## config.mk

```make
export PLATFORM = sky130hd
export DESIGN_NAME = rocking_gesture_detector
export DESIGN_NICKNAME = d
export VERILOG_FILES = /design/src/rtl/core/rgd_pkg.sv /design/src/rtl/core/rocking_gesture_detector.sv
export SDC_FILE = /design/constraint.sdc
export NUM_CORES = 1
export LEC_CHECK = 0
export BUFFER_PORTS_ARGS = -buffer_cell sky130_fd_sc_hd__buf_2
export CORE_MARGIN = 2
export CORE_UTILIZATION = 50
export CTS_CLUSTER_SIZE = 25
export DETAILED_ROUTE_END_ITERATION = 8
export GPL_TIMING_DRIVEN = 0
export PLACE_DENSITY = 0.68
export SLEW_MARGIN = 20
export SYNTH_ARGS = -nofsm -noshare
export SYNTH_HDL_FRONTEND = slang
export SYNTH_SLANG_ARGS = --single-unit
```

## constraint.sdc

```tcl
create_clock -name i_clk -period 15.3 [get_ports i_clk]
set_input_delay 1.53 -clock i_clk [delete_from_list [all_inputs] [get_ports i_clk]]
set_output_delay 1.53 -clock i_clk [all_outputs]
set_load 0.05 [all_outputs]
```

## src/rtl/core/rgd_pkg.sv

```systemverilog
// Shared types and constants for the rocking gesture detector.
`default_nettype none

package rgd_pkg;

    // Direction code of the screen tilt after the dead band
    typedef enum logic [1:0] {
        DIR_NONE = 2'd0,
        DIR_POS  = 2'd1,
        DIR_NEG  = 2'd3
    } t_dir;

    // Configuration register indexes
    typedef enum logic [2:0] {
        CFG_TILT_THRESHOLD = 3'd0,
        CFG_SAMPLE_PERIOD  = 3'd1,
        CFG_SWING_WINDOW   = 3'd2,
        CFG_LULLABY_WINDOW = 3'd3,
        CFG_LULLABY_COOL   = 3'd4,
        CFG_FUN_COOL       = 3'd5,
        CFG_LULLABY_SWINGS = 3'd6,
        CFG_FUN_SWINGS     = 3'd7
    } t_cfg_idx;

    localparam int CFG_IDX_BITS  = 3;
    localparam int CFG_DATA_BITS = 16;
    localparam int THR_BITS      = 15;
    localparam int MS_BITS       = 16;
    localparam int CNT_BITS      = 8;

    // Reset values of the configuration registers
    localparam logic [THR_BITS-1:0] RST_TILT_THRESHOLD = 15'd410;
    localparam logic [MS_BITS-1:0]  RST_SAMPLE_PERIOD  = 16'd200;
    localparam logic [MS_BITS-1:0]  RST_SWING_WINDOW   = 16'd3000;
    localparam logic [MS_BITS-1:0]  RST_LULLABY_WINDOW = 16'd10000;
    localparam logic [MS_BITS-1:0]  RST_LULLABY_COOL   = 16'd15000;
    localparam logic [MS_BITS-1:0]  RST_FUN_COOL       = 16'd1500;
    localparam logic [CNT_BITS-1:0] RST_LULLABY_SWINGS = 8'd6;
    localparam logic [CNT_BITS-1:0] RST_FUN_SWINGS     = 8'd2;

    // Swing counters stop at this value
    localparam logic [CNT_BITS-1:0] CNT_MAX = 8'd255;

endpackage

`default_nettype wire

```

## src/rtl/core/rocking_gesture_detector.sv

```systemverilog
// Rocking gesture detector: direction quantizer, swing windows and event logic.
// An accepted sample's result is loaded into the output register, valid in the cycle after it is accepted.
// Throughput: one sample per cycle while o_stall is low; the whole step is a single
// pass of compare and subtract logic from the state registers into the state and result registers.
// o_stall is high only while the result register holds a transaction that is stalled.
// Reset (synchronous, active low) loads the register defaults and clears the detector state and output valid.
`default_nettype none

module rocking_gesture_detector
    import rgd_pkg::*;
#(
    parameter int TIME_BITS = 32,
    parameter int TILT_BITS = 16
) (
    input  wire                       i_clk,
    input  wire                       i_rst_n,
    // configuration write port
    input  wire                       i_cfg_we,
    input  wire  [CFG_IDX_BITS-1:0]   i_cfg_idx,
    input  wire  [CFG_DATA_BITS-1:0]  i_cfg_data,
    // sample channel
    input  wire                       i_valid,
    output logic                      o_stall,
    input  wire  [TIME_BITS-1:0]      i_time_ms,
    input  wire signed [TILT_BITS-1:0] i_tilt_x,
    input  wire                       i_asleep,
    // result channel
    output logic                      o_valid,
    input  wire                       i_stall,
    output logic                      o_fun_event,
    output logic                      o_lullaby_event
);

    localparam int CW = ((TILT_BITS > THR_BITS) ? TILT_BITS : THR_BITS) + 2;

    // configuration registers
    logic [THR_BITS-1:0] r_tilt_thr;
    logic [MS_BITS-1:0]  r_period, r_swin, r_lwin, r_lcool, r_fcool;
    logic [CNT_BITS-1:0] r_lswings, r_fswings;

    // detector state
    logic [TIME_BITS-1:0] r_last_sample, n_last_sample;
    logic [TIME_BITS-1:0] r_check, n_check;
    t_dir                 r_dir, n_dir;
    logic [CNT_BITS-1:0]  r_s_cnt, n_s_cnt;
    logic [TIME_BITS-1:0] r_s_start, n_s_start;
    logic [CNT_BITS-1:0]  r_l_cnt, n_l_cnt;
    logic [TIME_BITS-1:0] r_l_start, n_l_start;
    logic [TIME_BITS-1:0] r_lull_time, n_lull_time;
    logic [TIME_BITS-1:0] r_fun_time, n_fun_time;

    // result register
    logic r_out_valid, r_fun, r_lull;
    logic n_fun, n_lull;

    logic in_acc;

    // step intermediates
    logic [TIME_BITS-1:0] chk;
    logic                 do_check;
    t_dir                 dir_q;
    logic signed [CW-1:0] tilt_ext, thr_ext;
    logic                 rev, s_exp_pre, l_exp_pre, s_restart, l_restart;
    logic                 s_exp2, l_exp2, cooled, fun_cool_ok;
    logic [CNT_BITS-1:0]  s_cnt1, l_cnt1, s_cnt2, l_cnt2;
    logic [TIME_BITS-1:0] s_start1, l_start1;
    t_dir                 dir1, dir2;

    assign in_acc  = i_valid && !o_stall;
    assign o_stall = r_out_valid && i_stall;

    assign o_valid         = r_out_valid;
    assign o_fun_event     = r_fun;
    assign o_lullaby_event = r_lull;

    // write configuration registers
    always_ff @(posedge i_clk) begin
        if (!i_rst_n) begin
            r_tilt_thr <= RST_TILT_THRESHOLD;
            r_period   <= RST_SAMPLE_PERIOD;
            r_swin     <= RST_SWING_WINDOW;
            r_lwin     <= RST_LULLABY_WINDOW;
            r_lcool    <= RST_LULLABY_COOL;
            r_fcool    <= RST_FUN_COOL;
            r_lswings  <= RST_LULLABY_SWINGS;
            r_fswings  <= RST_FUN_SWINGS;
        end else if (i_cfg_we) begin
            unique case (t_cfg_idx'(i_cfg_idx))
                CFG_TILT_THRESHOLD: r_tilt_thr <= i_cfg_data[THR_BITS-1:0];
                CFG_SAMPLE_PERIOD:  r_period   <= i_cfg_data;
                CFG_SWING_WINDOW:   r_swin     <= i_cfg_data;
                CFG_LULLABY_WINDOW: r_lwin     <= i_cfg_data;
                CFG_LULLABY_COOL:   r_lcool    <= i_cfg_data;
                CFG_FUN_COOL:       r_fcool    <= i_cfg_data;
                CFG_LULLABY_SWINGS: r_lswings  <= i_cfg_data[CNT_BITS-1:0];
                CFG_FUN_SWINGS:     r_fswings  <= i_cfg_data[CNT_BITS-1:0];
                default: ;
            endcase
        end
    end

    // quantize tilt to a screen direction with a dead band
    always_comb begin
        tilt_ext = CW'(i_tilt_x);
        thr_ext  = $signed(CW'(r_tilt_thr));
        if (tilt_ext < -thr_ext) begin
            dir_q = DIR_POS;
        end else if (tilt_ext > thr_ext) begin
            dir_q = DIR_NEG;
        end else begin
            dir_q = DIR_NONE;
        end
    end

    // one detector step on the incoming sample
    always_comb begin
        chk       = (r_check == '0) ? i_time_ms : r_check;
        do_check  = (i_time_ms - chk) >= TIME_BITS'(r_period);

        rev       = (dir_q != DIR_NONE) && (dir_q != r_dir) && (r_dir != DIR_NONE);
        s_exp_pre = (i_time_ms - r_s_start) > TIME_BITS'(r_swin);
        l_exp_pre = (i_time_ms - r_l_start) > TIME_BITS'(r_lwin);
        s_restart = rev && ((r_s_cnt == '0) || s_exp_pre);
        l_restart = rev && ((r_l_cnt == '0) || l_exp_pre);

        // count reversals, restarting a window when empty or passed
        s_start1 = s_restart ? i_time_ms : r_s_start;
        l_start1 = l_restart ? i_time_ms : r_l_start;
        if (s_restart) begin
            s_cnt1 = CNT_BITS'(1);
        end else if (rev && (r_s_cnt != CNT_MAX)) begin
            s_cnt1 = r_s_cnt + CNT_BITS'(1);
        end else begin
            s_cnt1 = r_s_cnt;
        end
        if (l_restart) begin
            l_cnt1 = CNT_BITS'(1);
        end else if (rev && (r_l_cnt != CNT_MAX)) begin
            l_cnt1 = r_l_cnt + CNT_BITS'(1);
        end else begin
            l_cnt1 = r_l_cnt;
        end
        dir1 = ((dir_q != DIR_NONE) && (dir_q != r_dir)) ? dir_q : r_dir;

        // expire windows; a window restarted now has not passed
        s_exp2 = (s_cnt1 != '0) && !s_restart && s_exp_pre;
        l_exp2 = (l_cnt1 != '0) && !l_restart && l_exp_pre;
        s_cnt2 = s_exp2 ? '0 : s_cnt1;
        l_cnt2 = l_exp2 ? '0 : l_cnt1;
        dir2   = s_exp2 ? DIR_NONE : dir1;

        // pick the event, lullaby first
        cooled      = (r_lull_time == '0) ||
                      ((i_time_ms - r_lull_time) > TIME_BITS'(r_lcool));
        fun_cool_ok = (i_time_ms - r_fun_time) > TIME_BITS'(r_fcool);

        // hold state by default; always record the sample time, no event
        n_last_sample = i_time_ms;
        n_check       = r_check;
        n_dir         = r_dir;
        n_s_cnt       = r_s_cnt;
        n_s_start     = r_s_start;
        n_l_cnt       = r_l_cnt;
        n_l_start     = r_l_start;
        n_lull_time   = r_lull_time;
        n_fun_time    = r_fun_time;
        n_fun         = 1'b0;
        n_lull        = 1'b0;

        if (r_last_sample == '0) begin
            // first sample only records the time
        end else if (i_asleep) begin
            n_check = '0;
            n_dir   = DIR_NONE;
            n_s_cnt = '0;
            n_l_cnt = '0;
        end else if (!do_check) begin
            n_check = chk;
        end else begin
            n_check   = i_time_ms;
            n_s_start = s_start1;
            n_l_start = l_start1;
            n_s_cnt   = s_cnt2;
            n_l_cnt   = l_cnt2;
            n_dir     = dir2;
            if ((l_cnt2 >= r_lswings) && cooled) begin
                n_lull      = 1'b1;
                n_lull_time = i_time_ms;
                n_l_cnt     = '0;
                n_s_cnt     = '0;
                n_dir       = DIR_NONE;
            end else if ((s_cnt2 >= r_fswings) && fun_cool_ok) begin
                n_fun      = 1'b1;
                n_fun_time = i_time_ms;
                n_s_cnt    = '0;
                n_dir      = DIR_NONE;
            end
        end
    end

    // advance state on each accepted transaction
    always_ff @(posedge i_clk) begin
        if (!i_rst_n) begin
            r_last_sample <= '0;
            r_check       <= '0;
            r_dir         <= DIR_NONE;
            r_s_cnt       <= '0;
            r_s_start     <= '0;
            r_l_cnt       <= '0;
            r_l_start     <= '0;
            r_lull_time   <= '0;
            r_fun_time    <= '0;
        end else if (in_acc) begin
            r_last_sample <= n_last_sample;
            r_check       <= n_check;
            r_dir         <= n_dir;
            r_s_cnt       <= n_s_cnt;
            r_s_start     <= n_s_start;
            r_l_cnt       <= n_l_cnt;
            r_l_start     <= n_l_start;
            r_lull_time   <= n_lull_time;
            r_fun_time    <= n_fun_time;
        end
    end

    // result register: load on accept, drop once taken
    always_ff @(posedge i_clk) begin
        if (!i_rst_n) begin
            r_out_valid <= 1'b0;
        end else if (in_acc) begin
            r_out_valid <= 1'b1;
        end else if (!i_stall) begin
            r_out_valid <= 1'b0;
        end
    end

    always_ff @(posedge i_clk) begin
        if (in_acc) begin
            r_fun  <= n_fun;
            r_lull <= n_lull;
        end
    end

    // checks
    a_one_event: assert property (@(posedge i_clk) disable iff (!i_rst_n)
        o_valid |-> !(o_fun_event && o_lullaby_event))
        else $error("fun and lullaby events on the same result");

    a_sleep_clears: assert property (@(posedge i_clk) disable iff (!i_rst_n)
        (in_acc && i_asleep && (r_last_sample != '0)) |=>
        ((r_s_cnt == '0) && (r_l_cnt == '0) && (r_dir == DIR_NONE) && !o_fun_event
         && !o_lullaby_event))
        else $error("sleeping sample left counters or fired an event");

    a_event_clears: assert property (@(posedge i_clk) disable iff (!i_rst_n)
        (in_acc && (n_fun || n_lull)) |=> ((r_s_cnt == '0) && (r_dir == DIR_NONE)))
        else $error("event did not clear the short count and direction");

    a_result_follows: assert property (@(posedge i_clk) disable iff (!i_rst_n)
        in_acc |=> o_valid)
        else $error("accepted sample produced no result");

endmodule

`default_nettype wire
```

Word-level counts from Yosys, hierarchy flattened
Index checks and enable logic that the tools add are counted.
{"block": "totals", "elab_cells": 129, "input_bits": 73, "regBits": 324, "output_inout_bits": 4}
{"block": "op_classes", "n_bitwise": 4, "addsub": 8, "mux": 28, "order_cmp": 9, "reduce_logical": 49, "n_eq_ne": 11}
{"op": "$sub A32 B32 Y32", "n": 5}
{"op": "$gt A32 B16 Y1", "n": 4}
{"op": "$mux W8", "n": 13}
{"op": "$logic_not A32 Y1", "n": 3}
{"op": "$mux W32", "n": 3}
{"op": "$ge A32 B16 Y1", "n": 1}
{"op": "$lt A16 B18 Y1", "n": 1}
{"op": "$neg A15 Y18", "n": 1}
{"op": "$reduce_and A2 Y1", "n": 9}
{"op": "$add A8 B1 Y8 const B", "n": 2}
{"op": "$ge A8 B8 Y1", "n": 2}
{"op": "$gt A16 B16 Y1", "n": 1}
{"op": "$logic_not A8 Y1", "n": 2}
{"op": "$mux W2", "n": 8}
{"op": "$ne A8 B8 Y1 const B", "n": 2}
{"op": "$reduce_bool A8 Y1", "n": 2}
{"op": "$reduce_and A5 Y1", "n": 3}
{"op": "$logic_and A1 B1 Y1", "n": 14}
{"op": "$eq A3 B3 Y1 const B", "n": 4}
{"op": "$eq A3 B2 Y1 const B", "n": 2}
{"op": "$reduce_and A6 Y1", "n": 1}
{"op": "$reduce_bool A2 Y1", "n": 3}
{"op": "$reduce_bool A5 Y1", "n": 1}
{"op": "$mux W1", "n": 4}
{"op": "11 further kinds", "n": 18}

Longest topological paths before layout
{"block": "logic_depth", "word_depth": 19, "ltp_mapped": 40, "mapped_depth_nobuf": 37}

Worst setup path before layout
No wires, ideal clock.
{"block": "synth_path", "kind": "input -> register", "from": "input port i_time_ms[0]", "to": "register r_fun_time[10]", "path_slack_ns": 7.102, "n_path_buf": 4, "arrival_time_ns": 8.070, "required_time_ns": 15.172, "setup_time_ns": 0.128, "cell_stages": 40, "cell_sequence": "clkbuf_1 -> inv_1 -> ha_1 -> fa_1 -> nor2b_1 -> o31a_1 -> o21a_1 -> o21a_1 -> o21ai_0 -> nand2b_1 -> a21oi_1 -> o21bai_1 -> xor2_1 -> ha_1 -> o21a_1 -> a21oi_1 -> nor3_1 -> nor3b_1 -> [4 not listed] -> o21ai_0 -> o21ai_2 -> buf_4 -> a21boi_1 -> ha_1 -> a21o_1 -> a21o_1 -> a21o_1 -> a21o_1 -> a21o_1 -> a21o_1 -> a21oi_1 -> a41oi_4 -> nand3b_1 -> buf_4 -> buf_6 -> mux2i_1 -> nor2_1"}
{"block": "synth_between", "elab_chain_len": 13, "elab_cells_between_ends": 34, "classes_between": "5 x add/sub; 7 x order compare; 5 x mux; 1 x bitwise; 16 x reduce/logical"}
{"item": "start, declared", "line_no": "rocking_gesture_detector.sv:24", "text": "input wire [TIME_BITS-1:0] i_time_ms,"}
{"item": "$sub A32 B32 Y32", "line_no": "rocking_gesture_detector.sv:122", "text": "l_exp_pre = (i_time_ms - r_l_start) > TIME_BITS'(r_lwin);"}
{"item": "$gt A32 B16 Y1", "line_no": "rocking_gesture_detector.sv:122"}
{"item": "$logic_or A1 B1 Y1", "line_no": "rocking_gesture_detector.sv:124", "text": "l_restart = rev && ((r_l_cnt == '0) || l_exp_pre);"}
{"item": "$logic_and A1 B1 Y1", "line_no": "rocking_gesture_detector.sv:124"}
{"item": "$mux W8", "line_no": "rocking_gesture_detector.sv:136", "text": "if (l_restart) begin"}
{"item": "$reduce_bool A8 Y1", "line_no": "rocking_gesture_detector.sv:147", "text": "l_exp2 = (l_cnt1 != '0) && !l_restart && l_exp_pre;"}
{"item": "$logic_and A1 B1 Y1 (2 in series)", "line_no": "rocking_gesture_detector.sv:147"}
{"item": "$mux W8", "line_no": "rocking_gesture_detector.sv:149", "text": "l_cnt2 = l_exp2 ? '0 : l_cnt1;"}
{"item": "$ge A8 B8 Y1", "line_no": "rocking_gesture_detector.sv:186", "text": "if ((l_cnt2 >= r_lswings) && cooled) begin"}
{"item": "$logic_and A1 B1 Y1", "line_no": "rocking_gesture_detector.sv:186"}
{"item": "$not A1 Y1 (no line)"}
{"item": "$reduce_and A6 Y1 (no line) *"}
{"item": "end signal, assigned", "line_no": "rocking_gesture_detector.sv:222", "text": "r_fun_time <= n_fun_time;"}
{"item": "end, declared", "line_no": "rocking_gesture_detector.sv:50", "text": "logic [TIME_BITS-1:0] r_fun_time, n_fun_time;"}
Mark *: on every way between the ends. The rest lies on a longest branch, timed or not.
A chain may end at the register's enable or synchronous reset.

Worst setup path after layout
{"block": "layout_path", "from": "input port i_time_ms[1]", "to": "register r_l_cnt[1]"}
{"block": "layout_between", "elab_chain_len": 14, "elab_cells_between_ends": 23, "classes_between": "3 x add/sub; 4 x order compare; 6 x mux; 10 x reduce/logical"}
{"item": "$sub A32 B32 Y32", "line_no": "rocking_gesture_detector.sv:122"}
{"item": "$gt A32 B16 Y1", "line_no": "rocking_gesture_detector.sv:122"}
{"item": "$logic_or A1 B1 Y1", "line_no": "rocking_gesture_detector.sv:124"}
{"item": "$logic_and A1 B1 Y1", "line_no": "rocking_gesture_detector.sv:124"}
{"item": "$mux W8", "line_no": "rocking_gesture_detector.sv:136"}
{"item": "$reduce_bool A8 Y1", "line_no": "rocking_gesture_detector.sv:147"}
{"item": "$logic_and A1 B1 Y1 (2 in series)", "line_no": "rocking_gesture_detector.sv:147"}
{"item": "$mux W8", "line_no": "rocking_gesture_detector.sv:149"}
{"item": "$ge A8 B8 Y1", "line_no": "rocking_gesture_detector.sv:186"}
{"item": "$logic_and A1 B1 Y1", "line_no": "rocking_gesture_detector.sv:186"}
{"item": "$mux W8", "line_no": "rocking_gesture_detector.sv:186"}
{"item": "$mux W8", "line_no": "rocking_gesture_detector.sv:177", "text": "end else if (!do_check) begin"}
{"item": "$mux W8", "line_no": "rocking_gesture_detector.sv:172", "text": "end else if (i_asleep) begin"}
{"item": "end signal, assigned", "line_no": "rocking_gesture_detector.sv:219", "text": "r_l_cnt <= n_l_cnt;"}
{"item": "end, declared", "line_no": "rocking_gesture_detector.sv:47", "text": "logic [CNT_BITS-1:0] r_l_cnt, n_l_cnt;"}
Parallel ways exist; a longest one is shown, timed or not. The select of a mux whose other input is x is not followed.

==> reports/metrics.csv <==
stage,metric,value,unit
status,status,finished clean,
clock_network,cts.htree.levels,2,
place,dp_cells,4221,
synthesis,syn-num-nets,3845,
synthesis,yosys_warnings,0,
setup_path,cp_common_cell,a21o_1,
die,rows,83,
timing,period_share,71.4,%
die,die_y,232,um
final_layout,fillers,5095,
synthesis,synth.distinct_cells,100,
global_route,grt_use_total,30.5,%
final_layout,final_core_util,55.5,%
place,numPortBuffers,62,
setup_path,cpLargestDelayFamily,compound AO/OA/AOI/OAI gates,
final_layout,area_growth,9.49,%
flow_run,maxCapViolations,0,
final_layout,layout.cells.non_filler,4291,
synthesis,avgSynthCellArea,7.49,um2
die,core_area,51400,um2
global_route,grt_antenna_before_repair,0,
synthesis,ys_seq_elements,324,
clock_network,cts_num_sinks,324,
synthesis,yosys-top-cells-area,"dfxtp_1 (25%), ha_1 (14%), a21oi_1 (7.9%)",
timing,fmax,91.5,MHz
synthesis,synth_top_area_share,24.7,%
synthesis,synth-async-reset-ratio,0,%
setup_path,worstPathMaxFanout,10,
timing,finalHoldViolCount,0,
setup_path,end_kind,flop,
drt,drt_wl_total,83.2,mm
power,leakage,11.5,nW
place,dp_hpwl,62.6,mm
clock_network,clk_path_buf_depth,3,
drt,wl_per_cell,19.4,um
die,io_pins,77,
global_route,grt_pass1_vias,23407,
drt,drtIter0Drc,2352,
drt,firstDrtPassIters,6,
timing,clock-skew-final,0.0306,ns
worst_hold_path,min_path_type,flop to flop,
drt,drc,0,
global_route,grt_overflow,0,
timing,slew_headroom,18.7,%
synthesis,yosysMostFrequentCell,nand2_1,
timing,setup_viol,0,
die,start_util,50.7,%
clock_network,cts_buffers,39,
clock_network,clk_pin_slew,0.06,ns
timing,layout_min_cycle_time,10.93,ns
clock_network,post_cts_buffers,0,
synthesis,synth-edff-count,2,
synthesis,ys_seq_area_share,25.0,%
clock_network,cts_hold_repair.buffers,0,
setup_path,path_buf_inv,4,
setup_path,slowest_delay,1.05,ns
timing,grt_setup_unrepaired,no,
synthesis,synthFlopType,dfxtp_1,
drt,viasPerCell,5.93,
setup_path,cp-start-kind,input pin,
synthesis,synth.largest_area_cell,dfxtp_1,
global_route,grt_max_degree,15,
clock_network,clk_latency,0.58,ns
die,dieArea,53900,um2
synthesis,synth_commonest_cells,"nand2_1 (466), a21oi_1 (410), dfxtp_1 (322), nor2_1 (296), inv_1 (290)",
die,dieWidth,232,um
clock_network,cts_resized,0,
power,power_density,85.0,nW/um2
power,power,2.42,mW
setup_path,cp.required,15.78,ns
final_layout,drive_gt1_share,5.90,%
synthesis,syn_area,26000,um2
clock_network,cts_tree,done,
timing,worstMarginPinSlew,1.21,ns
synthesis,synthCells,3479,
drt,ant_nets,0,
place,gp_routability_congestion,0.980,
drt,vias,25449,
power,ir_worst_vdd,0.0650,mV
clock_network,clockRootBuffer,clkbuf_16,
timing,slew_viol_final,0,
global_route,grt_pass1_wl,129,mm
setup_path,cpMaxStageDelayCell,nor4_2,
final_layout,nets,3948,
timing,hold_ws,0.453,ns
setup_path,cp.arrival,11.41,ns
setup_path,worstSetupPathType,input pin to flop,
timing,setup-tns-final,0,ns
-- stage by stage --
| step | setup slack, ns | cell area [um2] |
|---|---|---|
| after floorplan | 7.10 | 26000 |
| after global placement | 3.97 | 27200 |
| after detailed placement | 4.01 | 27200 |
| after CTS | 4.55 | 28500 |
| after global routing | 4.01 | 28500 |
| final | 4.37 | 28500 |
-- worst reg2reg max path: cells and delay by family (launching register included) --
kind	cells	cell delay, ns
multiplexers	1	0.19
AND/OR/NAND/NOR	11	3.13
buffers and inverters	2	0.55
AO/OA/AOI/OAI	15	4.48
flip-flops	1	0.38
adder cells (fa/ha/maj)	2	0.50
-- sequential cells by signal, summed over array words and instances (netlist names), 2 cells and up --
signal         count
r_check           32
r_fun_time        32
r_l_start         32
r_last_sample     32
r_lull_time       32
r_s_start         32
r_fcool           16
r_lcool           16
r_lwin            16
r_period          16
r_swin            16
r_tilt_thr        15
r_fswings          8
r_l_cnt            8
r_lswings          8
r_s_cnt            8
r_dir              2
-- power breakdown --
part	switching, mW	internal (mW)
registers	0.0101	0.863
clock network	0.392	0.569
logic	0.379	0.211
-- per-layer routing --
metal  up-vias  global-route usage (%)  routed length [um]
li1      12547                       -                   -
met1     11915                    40.3               37000
met2       811                    50.0               37600
met3       176                    3.34                4950
met4         0                    13.6                3710
met5         -                       0                   0
-- area by class of cell --
class	instances	area, um2	area share (%)
repair buffers	62	310	1.09
multi-input cells	2707	17700	62.1
inverters	291	1090	3.83
plain buffers	157	747	2.62
well taps	680	851	2.98
flip-flops and latches	324	6510	22.8
diodes	1	2.50	0.00877
clock buffers	51	1080	3.80
clock inverters	18	225	0.790
-- cell usage in the layout (no fill, tap or decap), types with 29 or more instances in the layout --
cell / synthesis / final
o211ai_1: 71 / 71
and2_1: 48 / 48
nand2b_1: 30 / 30
nand2_1: 466 / 466
xnor2_1: 72 / 72
dfxtp_1: 322 / 322
xor2_1: 43 / 43
ha_1: 288 / 288
a21oi_1: 410 / 410
clkbuf_1: 113 / 120
buf_2: 15 / 77
o21a_1: 48 / 48
nor2b_1: 29 / 29
nor4_1: 47 / 47
clkbuf_16: 0 / 40
nor3_1: 60 / 60
a21o_1: 75 / 75
a211oi_1: 31 / 31
inv_1: 290 / 290
nor2_1: 296 / 296
mux2i_1: 114 / 114
nand3_1: 54 / 54
o21ai_0: 146 / 146
nand4_1: 67 / 67
-- cells by family after synthesis --
kind of cell	Yosys count	share of synthesized area (%)
AND/OR/NAND/NOR	1196	21.4
buffers and inverters	448	7.06
flip-flops	324	25.0
XOR/XNOR	115	3.87
adder cells (fa/ha/maj)	293	14.2
multiplexers	120	4.64
AO/OA/AOI/OAI	983	23.8
-- worst paths after layout --
| check | slack, ns | end | depth (start not counted) | from |
|---|---|---|---|---|
| hold / removal | 0.45 | r_period[2]$_SDFFE_PN0P_ | 2 | r_period[2]$_SDFFE_PN0P_ |
| hold reg to reg | 0.45 | r_period[2]$_SDFFE_PN0P_ | 2 | r_period[2]$_SDFFE_PN0P_ |
| setup reg to reg | 6.01 | r_s_cnt[3]$_SDFFE_PN0P_ | 31 | r_tilt_thr[2]$_SDFFE_PN0P_ |
| setup / recovery | 4.37 | r_l_cnt[1]$_SDFFE_PN0P_ | 38 | i_time_ms[1] |
No activity file was read; power rests on OpenSTA's default activity.
